--- config.mk ---
export PLATFORM = sky130hd
export DESIGN_NAME = cartridge_bank_mapper
export DESIGN_NICKNAME = d
export VERILOG_FILES = /design/src/rtl/cbm_pkg.sv /design/src/rtl/cartridge_bank_mapper.sv /design/src/rtl/cbm_regs.sv /design/src/rtl/cbm_decode.sv
export SDC_FILE = /design/constraint.sdc
export NUM_CORES = 1
export LEC_CHECK = 0
export BUFFER_PORTS_ARGS = -buffer_cell sky130_fd_sc_hd__buf_2
export CAP_MARGIN = 20
export CORE_UTILIZATION = 53
export DETAILED_ROUTE_END_ITERATION = 12
export HOLD_SLACK_MARGIN = 0.06
export PLACE_DENSITY_LB_ADDON = 0.15
export SKIP_CTS_REPAIR_TIMING = 1
export SYNTH_ARGS = -nofsm -noshare
export SYNTH_HDL_FRONTEND = slang
export SYNTH_SLANG_ARGS = --single-unit
--- constraint.sdc ---
create_clock -name clock -period 2.1 [get_ports clock]
set_input_delay 0.21 -clock clock [delete_from_list [all_inputs] [get_ports clock]]
set_output_delay 0.21 -clock clock [all_outputs]
set_load 0.01 [all_outputs]
--- src/rtl/cbm_pkg.sv ---
// ----------------------------------------------------------------------------
// cbm_pkg: shared types and constants of the cartridge bank mapper
// Bus item, result, bank state and target codes.
// ----------------------------------------------------------------------------
`default_nettype none

package cbm_pkg;

   localparam int ADDR_W      = 16;
   localparam int DATA_W      = 8;
   localparam int MAP_W       = 22;
   localparam int TARGET_W    = 3;
   localparam int ROM_CNT_W   = 9;
   localparam int RAM_CNT_W   = 5;
   localparam int ROM_BANK_W  = 8;
   localparam int RAM_BANK_W  = 2;
   localparam int CSR_DATA_W  = 9;
   localparam int CSR_INDEX_W = 1;
   localparam int REQ_DATA_W  = 24;
   localparam int RSP_DATA_W  = 32;

   // configuration register indexes
   localparam logic [CSR_INDEX_W-1:0] CSR_ROM_BANK_COUNT = 1'd0;
   localparam logic [CSR_INDEX_W-1:0] CSR_RAM_BANK_COUNT = 1'd1;

   localparam logic [ROM_CNT_W-1:0] ROM_CNT_RESET = 9'd2;
   localparam logic [RAM_CNT_W-1:0] RAM_CNT_RESET = 5'd0;

   // result targets
   localparam logic [TARGET_W-1:0] TGT_REG_WRITE = 3'd0;
   localparam logic [TARGET_W-1:0] TGT_ROM_READ  = 3'd1;
   localparam logic [TARGET_W-1:0] TGT_RAM_READ  = 3'd2;
   localparam logic [TARGET_W-1:0] TGT_RAM_WRITE = 3'd3;
   localparam logic [TARGET_W-1:0] TGT_OPEN_BUS  = 3'd4;
   localparam logic [TARGET_W-1:0] TGT_DROPPED   = 3'd5;
   localparam logic [TARGET_W-1:0] TGT_SYS_READ  = 3'd6;
   localparam logic [TARGET_W-1:0] TGT_SYS_WRITE = 3'd7;

   // register-write windows, selected by address bits 14:13
   localparam logic [1:0] WIN_RAM_ENABLE = 2'b00;
   localparam logic [1:0] WIN_ROM_BANK   = 2'b01;
   localparam logic [1:0] WIN_RAM_BANK   = 2'b10;
   localparam logic [1:0] WIN_MODE       = 2'b11;

   localparam logic [3:0]        RAM_ENABLE_KEY = 4'hA;
   localparam logic [DATA_W-1:0] OPEN_BUS_DATA  = 8'hFF;

   typedef struct packed {
      logic              command;
      logic [ADDR_W-1:0] address;
      logic [DATA_W-1:0] write_data;
   } bus_item_type;

   typedef struct packed {
      logic [TARGET_W-1:0] target;
      logic [MAP_W-1:0]    mapped_address;
      logic [DATA_W-1:0]   data_out;
   } result_type;

   typedef struct packed {
      logic                  ram_enabled;
      logic [ROM_BANK_W-1:0] rom_sel;
      logic [RAM_BANK_W-1:0] ram_sel;
      logic                  bank_mode;
   } bank_state_type;

   typedef struct packed {
      logic [ROM_CNT_W-1:0] rom_bank_count;
      logic [RAM_CNT_W-1:0] ram_bank_count;
   } cfg_type;

endpackage

`default_nettype wire

--- src/rtl/cartridge_bank_mapper.sv ---
// ----------------------------------------------------------------------------
// cartridge_bank_mapper: cartridge ROM/RAM bank controller
// Translates CPU bus accesses into ROM, external RAM or system targets.
// ----------------------------------------------------------------------------
// A taken request is held in the input register; its result then moves into the
// result register, which drives the result channel.
// Throughput: 1 item per cycle while rsp_tready does not stall the result register;
// the decode is one short pass between registers. The bank state updates as an item
// moves into the result register, so the next item always sees it.
// Reset: synchronous, active high; clears bank state and valids, sets the
// bank counts to 2 ROM banks and 0 RAM banks.
`default_nettype none

module cartridge_bank_mapper
   import cbm_pkg::*;
(
   input  wire logic                   clock,
   input  wire logic                   reset,
   // request channel
   input  wire logic                   req_tvalid,
   output      logic                   req_tready,
   input  wire logic [REQ_DATA_W-1:0]  req_tdata,   // [15:0] address, [23:16] write_data
   input  wire logic                   req_tuser,   // [0] command (1 = write)
   // result channel
   output      logic                   rsp_tvalid,
   input  wire logic                   rsp_tready,
   output      logic [RSP_DATA_W-1:0]  rsp_tdata,   // [21:0] mapped_address,
                                                    // [29:22] data_out, [31:30] zero
   output      logic [TARGET_W-1:0]    rsp_tuser,   // [2:0] target
   // configuration port
   input  wire logic                   csr_wen,
   input  wire logic [CSR_INDEX_W-1:0] csr_index,
   input  wire logic [CSR_DATA_W-1:0]  csr_wdata
);

   // input stage
   logic           in_valid_ff;
   bus_item_type   in_item_ff;
   // result stage
   logic           out_valid_ff;
   result_type     out_result_ff;

   bank_state_type state_ff;
   bank_state_type state_in;
   cfg_type        cfg_ff;
   result_type     result_in;

   logic out_free;
   logic in_move;
   logic req_take;

   // the result register frees when empty or when its item is taken
   assign out_free   = !out_valid_ff || rsp_tready;
   assign in_move    = in_valid_ff && out_free;
   assign req_tready = !in_valid_ff || in_move;
   assign req_take   = req_tvalid && req_tready;

   always_ff @(posedge clock) begin
      if (reset) begin
         in_valid_ff <= 1'b0;
      end else if (req_tready) begin
         in_valid_ff <= req_tvalid;
      end
   end

   always_ff @(posedge clock) begin
      if (req_take) begin
         in_item_ff.command    <= req_tuser;
         in_item_ff.address    <= req_tdata[ADDR_W-1:0];
         in_item_ff.write_data <= req_tdata[ADDR_W +: DATA_W];
      end
   end

   cbm_regs u_regs (
      .clock     (clock),
      .reset     (reset),
      .csr_wen   (csr_wen),
      .csr_index (csr_index),
      .csr_wdata (csr_wdata),
      .state_upd (in_move),
      .state_in  (state_in),
      .state_ff  (state_ff),
      .cfg_ff    (cfg_ff)
   );

   cbm_decode u_decode (
      .item       (in_item_ff),
      .state      (state_ff),
      .cfg        (cfg_ff),
      .result     (result_in),
      .state_next (state_in)
   );

   always_ff @(posedge clock) begin
      if (reset) begin
         out_valid_ff <= 1'b0;
      end else if (out_free) begin
         out_valid_ff <= in_valid_ff;
      end
   end

   always_ff @(posedge clock) begin
      if (in_move) begin
         out_result_ff <= result_in;
      end
   end

   assign rsp_tvalid = out_valid_ff;
   assign rsp_tuser  = out_result_ff.target;
   assign rsp_tdata  = {2'b00, out_result_ff.data_out, out_result_ff.mapped_address};

endmodule

`default_nettype wire

--- src/rtl/cbm_regs.sv ---
// ----------------------------------------------------------------------------
// cbm_regs: configuration and bank state registers
// Holds bank counts and the mapper's bank select state.
// ----------------------------------------------------------------------------
`default_nettype none

module cbm_regs
   import cbm_pkg::*;
(
   input  wire logic                   clock,
   input  wire logic                   reset,
   input  wire logic                   csr_wen,
   input  wire logic [CSR_INDEX_W-1:0] csr_index,
   input  wire logic [CSR_DATA_W-1:0]  csr_wdata,
   input  wire logic                   state_upd,
   input  wire bank_state_type         state_in,
   output      bank_state_type         state_ff,
   output      cfg_type                cfg_ff
);

   always_ff @(posedge clock) begin
      if (reset) begin
         state_ff <= '0;
      end else if (state_upd) begin
         state_ff <= state_in;
      end
   end

   always_ff @(posedge clock) begin
      if (reset) begin
         cfg_ff.rom_bank_count <= ROM_CNT_RESET;
         cfg_ff.ram_bank_count <= RAM_CNT_RESET;
      end else if (csr_wen) begin
         unique case (csr_index)
            CSR_ROM_BANK_COUNT: cfg_ff.rom_bank_count <= csr_wdata[ROM_CNT_W-1:0];
            CSR_RAM_BANK_COUNT: cfg_ff.ram_bank_count <= csr_wdata[RAM_CNT_W-1:0];
            default: ;
         endcase
      end
   end

endmodule

`default_nettype wire

--- src/rtl/cbm_decode.sv ---
// ----------------------------------------------------------------------------
// cbm_decode: address decode and bank translation
// Maps one bus item to its result and the next bank state.
// ----------------------------------------------------------------------------
`default_nettype none

module cbm_decode
   import cbm_pkg::*;
(
   input  wire bus_item_type   item,
   input  wire bank_state_type state,
   input  wire cfg_type        cfg,
   output      result_type     result,
   output      bank_state_type state_next
);

   logic [ROM_BANK_W-1:0] rom_mask;
   logic [ROM_BANK_W-1:0] rom_bank_eff;
   logic [RAM_BANK_W-1:0] ram_bank_eff;
   logic                  in_ram_window;
   logic                  in_rom_window;
   logic                  ram_banking;

   always_comb begin
      rom_mask      = ROM_BANK_W'(cfg.rom_bank_count - 9'd1);
      rom_bank_eff  = (state.rom_sel == '0) ? 8'd1 : state.rom_sel;
      ram_bank_eff  = state.bank_mode ? state.ram_sel : 2'd0;
      in_ram_window = (item.address[15:13] == 3'b101);
      in_rom_window = (item.address[15:14] == 2'b01);
      ram_banking   = (cfg.ram_bank_count >= 5'd4);

      state_next = state;
      result.target         = TGT_SYS_READ;
      result.mapped_address = MAP_W'(item.address);
      result.data_out       = item.command ? item.write_data : '0;

      if (item.command) begin
         if (!item.address[15]) begin
            result.target = TGT_REG_WRITE;
            unique case (item.address[14:13])
               WIN_RAM_ENABLE:
                  state_next.ram_enabled = (item.write_data[3:0] == RAM_ENABLE_KEY);
               WIN_ROM_BANK:
                  state_next.rom_sel = item.write_data & rom_mask;
               WIN_RAM_BANK:
                  if (ram_banking) state_next.ram_sel = item.write_data[RAM_BANK_W-1:0];
               WIN_MODE:
                  state_next.bank_mode = item.write_data[0];
               default: ;
            endcase
         end else if (in_ram_window) begin
            if (state.ram_enabled) begin
               result.target         = TGT_RAM_WRITE;
               result.mapped_address = MAP_W'({ram_bank_eff, item.address[12:0]});
            end else begin
               result.target         = TGT_DROPPED;
               result.mapped_address = '0;
            end
         end else begin
            result.target = TGT_SYS_WRITE;
         end
      end else begin
         if (in_rom_window) begin
            result.target         = TGT_ROM_READ;
            result.mapped_address = {rom_bank_eff, item.address[13:0]};
         end else if (in_ram_window) begin
            if (state.ram_enabled) begin
               result.target         = TGT_RAM_READ;
               result.mapped_address = MAP_W'({ram_bank_eff, item.address[12:0]});
            end else begin
               result.target         = TGT_OPEN_BUS;
               result.mapped_address = '0;
               result.data_out       = OPEN_BUS_DATA;
            end
         end
      end
   end

endmodule

`default_nettype wire
* Word level (Yosys, flattened, before mapping) *
Index checks and enable logic that the tools add are counted.

cells by class
  $lt $le $gt $ge = 1
  reductions and logical operators = 14
  bitwise logic cells = 3
  mux-type cells = 15
  $add $sub $neg = 1
  equal/unequal tests = 6

operators with widths
  cell                                                 count
  2-to-1 mux 25 bit                                    4
  2-to-1 mux 22 bit                                    2
  2-to-1 mux 8 bit                                     5
  2-to-1 mux 33 bit                                    1
  AND reduction 4 bit                                  3
  bitwise AND 8 bit                                    1
  logical NOT 8 bit                                    1
  subtractor 8 x 1 -> 8 bit, second input constant     1
  2-to-1 mux 3 bit                                     2
  >= comparator 5 x 3 -> 1 bit, second input constant  1
  AND reduction 5 bit                                  1
  == test 2 x 1 -> 1 bit, second input constant        2
  == test 2 bit, second input constant                 2
  == test 4 bit, second input constant                 1
  AND reduction 2 bit                                  2
  == test 3 bit, second input constant                 1
  logical AND 1 bit                                    2
  logical NOT 1 bit                                    2
  logical NOT 2 bit                                    1
  logical OR 1 bit                                     2
  2-to-1 mux 2 bit                                     1
  inverter 1 bit                                       2

storage, ports and cells
  output and inout port bits = 37
  bits of input ports = 40
  bits in registers = 85
  word-level logic and storage cells = 54

* Logic depth before layout (Yosys ltp) *
  word-level depth = 5
  mapped depth = 6
  mapped depth without buffers = 6

* Modules after synthesis *
A second synthesis with hierarchy kept.

second synthesis, totals
  cell total of the unflattened synthesis = 278
  area, all modules = 3,569.7 um^2

modules (own cells, without submodules)
  module                 seq. area each (um^2)  times used  area an instance (um^2)  cells each
  cartridge_bank_mapper  1,781.7                1           1,864.3                  71
  cbm_regs               520.5                  1           1,013.5                  95
  cbm_decode             0.0                    1           691.9                    112

* Least setup slack after synthesis *
OpenSTA, ideal clock, no wires.

  path type = reg-to-reg
  start = register out_valid_ff (netlist: rsp_tvalid)
  end = register out_result_ff (netlist bit rsp_tdata[0]), enable pin
  clock period less this slack = 1.721 ns
  path buffers = 0
  setup time = 0.393 ns
  stages on the path, launching flop included = 3
  arrival = 1.328 ns
  required time = 1.707 ns
  slack = 0.379 ns
  path through = dfxtp_1 -> nand2b_1 -> and2_1

between the ends
  cells in the longest elaborated chain, start to end = 3

RTL lines
  what                    line                          RTL
  start, declared         cartridge_bank_mapper.sv:40   logic out_valid_ff;
  start signal, assigned  cartridge_bank_mapper.sv:98   out_valid_ff <= in_valid_ff;
  logical NOT 1 bit       cartridge_bank_mapper.sv:53   assign out_free = !out_valid_ff || rsp_tready;
  logical OR 1 bit        cartridge_bank_mapper.sv:53
  logical AND 1 bit       cartridge_bank_mapper.sv:54   assign in_move = in_valid_ff && out_free;
  end signal, assigned    cartridge_bank_mapper.sv:104  out_result_ff <= result_in;
  end, declared           cartridge_bank_mapper.sv:41   result_type out_result_ff;

Every way passes these cells.
A chain may end at the register's enable or synchronous reset.

* Worst setup path in the final report *
  start = register in_item_ff[23] in the netlist's numbering
  end = register u_regs.state_ff[7] (netlist name)

between the ends
  cells in the longest elaborated chain, start to end = 2

RTL lines
  what                           line                         RTL
  start, declared                cartridge_bank_mapper.sv:38  bus_item_type in_item_ff;
  inverter 1 bit (no line)       -
  AND reduction 4 bit (no line)  -

Every way passes these cells.

==> run_results.csv <==
group,metric,value,unit
outcome,outcome,"finished, final reports clean",
cells_and_area,final_area,4180,um^2
timing,finalClockSkew,0.0173,ns
pwr,vdd_drop_max,0.604,mV
cts,cts_sinks,83,
run,max_cap_violations,0,
route,drtPass1Iterations,5,
timing,slew_headroom,0.666,
timing,rsz0062_at_grt,"false",
critical_path,required,2.38,ns
placed_design,gp_congestion,0.756,
yosys,syn_area_per_cell,13.0,um^2
timing,tns,0,ns
floorplan,die_area,6460,um^2
placed_design,placed_cells,394,
timing,period_needed,1.67,ns
timing,tightest_slew,0.501,ns
route,drt_iter0_drc,84,
cells_and_area,final_cell_mix,"buf_2 (73), edfxtp_1 (58), nand2_1 (26), dlygate4sd3_1 (26), dfxtp_1 (25)",
yosys,syn_area,3260,um^2
grt,grt_pass1_vias,1863,
timing,finalHoldViolCount,0,
critical_path,r2r_start,"in_item_ff[23]",
worst_hold_path,min_from,"csr_wdata[5]",
cts,cts_root_buffer,"clkbuf_8",
grt,grt-ovfl-total,0,
yosys,synth_flop_cell,"edfxtp_1",
critical_path,end_kind,"flop",
placed_design,port-buffer-count,73,
grt,antenna_found_initial,0,
cts,cts_tree,"yes",
cells_and_area,final_cells,436,
pwr,cellLeakagePower,1.67,nW
yosys,synth-seq-cells,83,
floorplan,row_count,28,
grt,grt_start_max_net_pins,34,
cells_and_area,n_antenna_cell,0,
critical_path,rrSetupSlack,0.43,ns
cts,clock_path_buffers,2,
yosys,netlist_instances,250,
pwr,finalPower,3.32,mW
cts,cts_buffers,9,
worst_hold_path,hold_depth,3,
critical_path,arrival,1.95,ns
floorplan,fp.coreArea,5920,um^2
cells_and_area,layout.nets,397,
route,drcViolationCount,0,
yosys,yosys_warnings,0,
yosys,synth_edf_count,58,
critical_path,reg2reg_to,"u_regs.state_ff[7]",
placed_design,post-dp-hpwl,3970,um
floorplan,start_util,0.550,
worst_hold_path,hold_path.class,"in -> reg",
floorplan,fp.dieW,80.4,um
route,vias,2233,
timing,finalSetupViolCount,0,
cells_and_area,layout_commonest_cell,"buf_2",
yosys,synthArstFlopShare,0,
yosys,yosysSeqAreaShare,0.689,
cells_and_area,layout-drive-gt1-share,0.283,
route,routedWlPerCell,14.5,um
timing,post-route-period-util,0.794,
floorplan,die_h,80.4,um
cts,clk_latency,0.36,ns
timing,slew_violations,0,
route,ant_nets,0,
grt,grt.total_usage,0.185,
placed_design,post_dp_cell_area,3710,um^2
grt,grt_pass1_wl,8740,um
route,via_per_inst,5.12,
floorplan,pin_count,77,
critical_path,crit_fanout,10,
worst_hold_path,holdPathEnd,"u_regs.cfg_ff[10]",
pwr,p_per_area,794,nW/um^2
cts,clkSlewWorstSetupHoldPaths,0.08,ns
cells_and_area,synthToLayoutAreaGrowth,28.2,%
critical_path,critPathKind,"reg -> reg",
timing,fmax,599,MHz
route,wl,6330,um
critical_path,r2r_cells,4,
cts,ctsHtreeMaxLevel,3,
critical_path,start_kind,"flop",
yosys,synth_cell_types,43,
[state kept, by name, indices dropped and copies added (netlist names)]
name / flops
in_item_ff: 25
in_valid_ff: 1
rsp_tdata: 30
rsp_tuser: 3
rsp_tvalid: 1
u_regs.cfg_ff: 11
u_regs.state_ff: 12
[metrics by stage]
step / hold slack (ns) / setup slack (ns) / util
2_1_floorplan: 0.309 / 0.379 / -
3_3_place_gp: 0.386 / 0.502 / 0.627
3_5_place_dp: 0.388 / 0.464 / 0.627
4_1_cts: 0.0166 / 0.420 / 0.661
5_1_grt: 0.0893 / 0.299 / 0.705
6_report: 0.0920 / 0.432 / 0.705
[per-layer routing]
| layer | part of all wire | GRT usage | up-vias |
|---|---|---|---|
| li1 | - | - | 1107 |
| met5 | 0 | 0 | - |
| met3 | 0.040 | 0.0568 | 9 |
| met1 | 0.43 | 0.240 | 1048 |
| met4 | 0.019 | 0.0750 | 0 |
| met2 | 0.51 | 0.286 | 69 |
[cell families (layout without fill, tap and decap cells)]
group           count (synthesis)  in the layout  share of synthesized area
simple gates                  101            101                      0.181
flops                          83             83                      0.689
compound gates                 36             36                     0.0738
buf+inv                        19            129                     0.0254
xor+xnor                        5              5                     0.0135
mux                             4              4                     0.0123
fa+ha+maj                       1              1                    0.00384
other cells                     1              2                    0.00115
[critical path, stage by stage, from the launching register on]
cell and delay [ns]:
edfxtp_1 0.50, and2b_1 0.32, and4_1 0.46, nand3_1 0.17
a21oi_1 0.16
[power breakdown]
part	internal [mW]	switching, mW
Combinational	0.141	0.135
Clock	0.562	0.605
Sequential	1.83	0.0410
Total	2.54	0.782
[worst max path at each step]
stage	depth (start not counted)	end	slack, ns	from
after global routing	4	u_regs.state_ff[5]	0.30	in_item_ff[23]
final	4	u_regs.state_ff[7]	0.43	in_item_ff[23]
after global placement	4	u_regs.state_ff[7]	0.50	in_item_ff[23]
after detailed placement	4	u_regs.state_ff[8]	0.46	in_item_ff[23]
after floorplan	2	rsp_tdata[0]	0.38	rsp_tvalid
after CTS	4	u_regs.state_ff[7]	0.42	in_item_ff[23]
[layout make-up]
cell class                 count  area, um^2
multi-input combinational    149         935
tap                           75        93.8
fill                         447        1750
clock buffer                  10         128
clock inverter                 6        72.6
inverter                       7        26.3
timing repair buffer         106         678
sequential                    83        2240
[Yosys cell counts, drive strengths merged (4+ instances only)]
| cell | count | share of area |
|---|---|---|
| and2b | 8 | 0.018 |
| and2 | 9 | 0.017 |
| nor2b | 10 | 0.019 |
| mux2i | 4 | 0.012 |
| dfxtp | 25 | 0.15 |
| buf | 6 | 0.010 |
| a21oi | 17 | 0.026 |
| clkbuf | 6 | 0.0069 |
| nand2b | 7 | 0.016 |
| nand3 | 8 | 0.012 |
| nor2 | 11 | 0.013 |
| edfxtp | 58 | 0.53 |
| nand4 | 4 | 0.0077 |
| nand2 | 26 | 0.030 |
| a21o | 9 | 0.021 |
| inv | 7 | 0.0081 |
No activity file was read; power rests on OpenSTA's default activity.
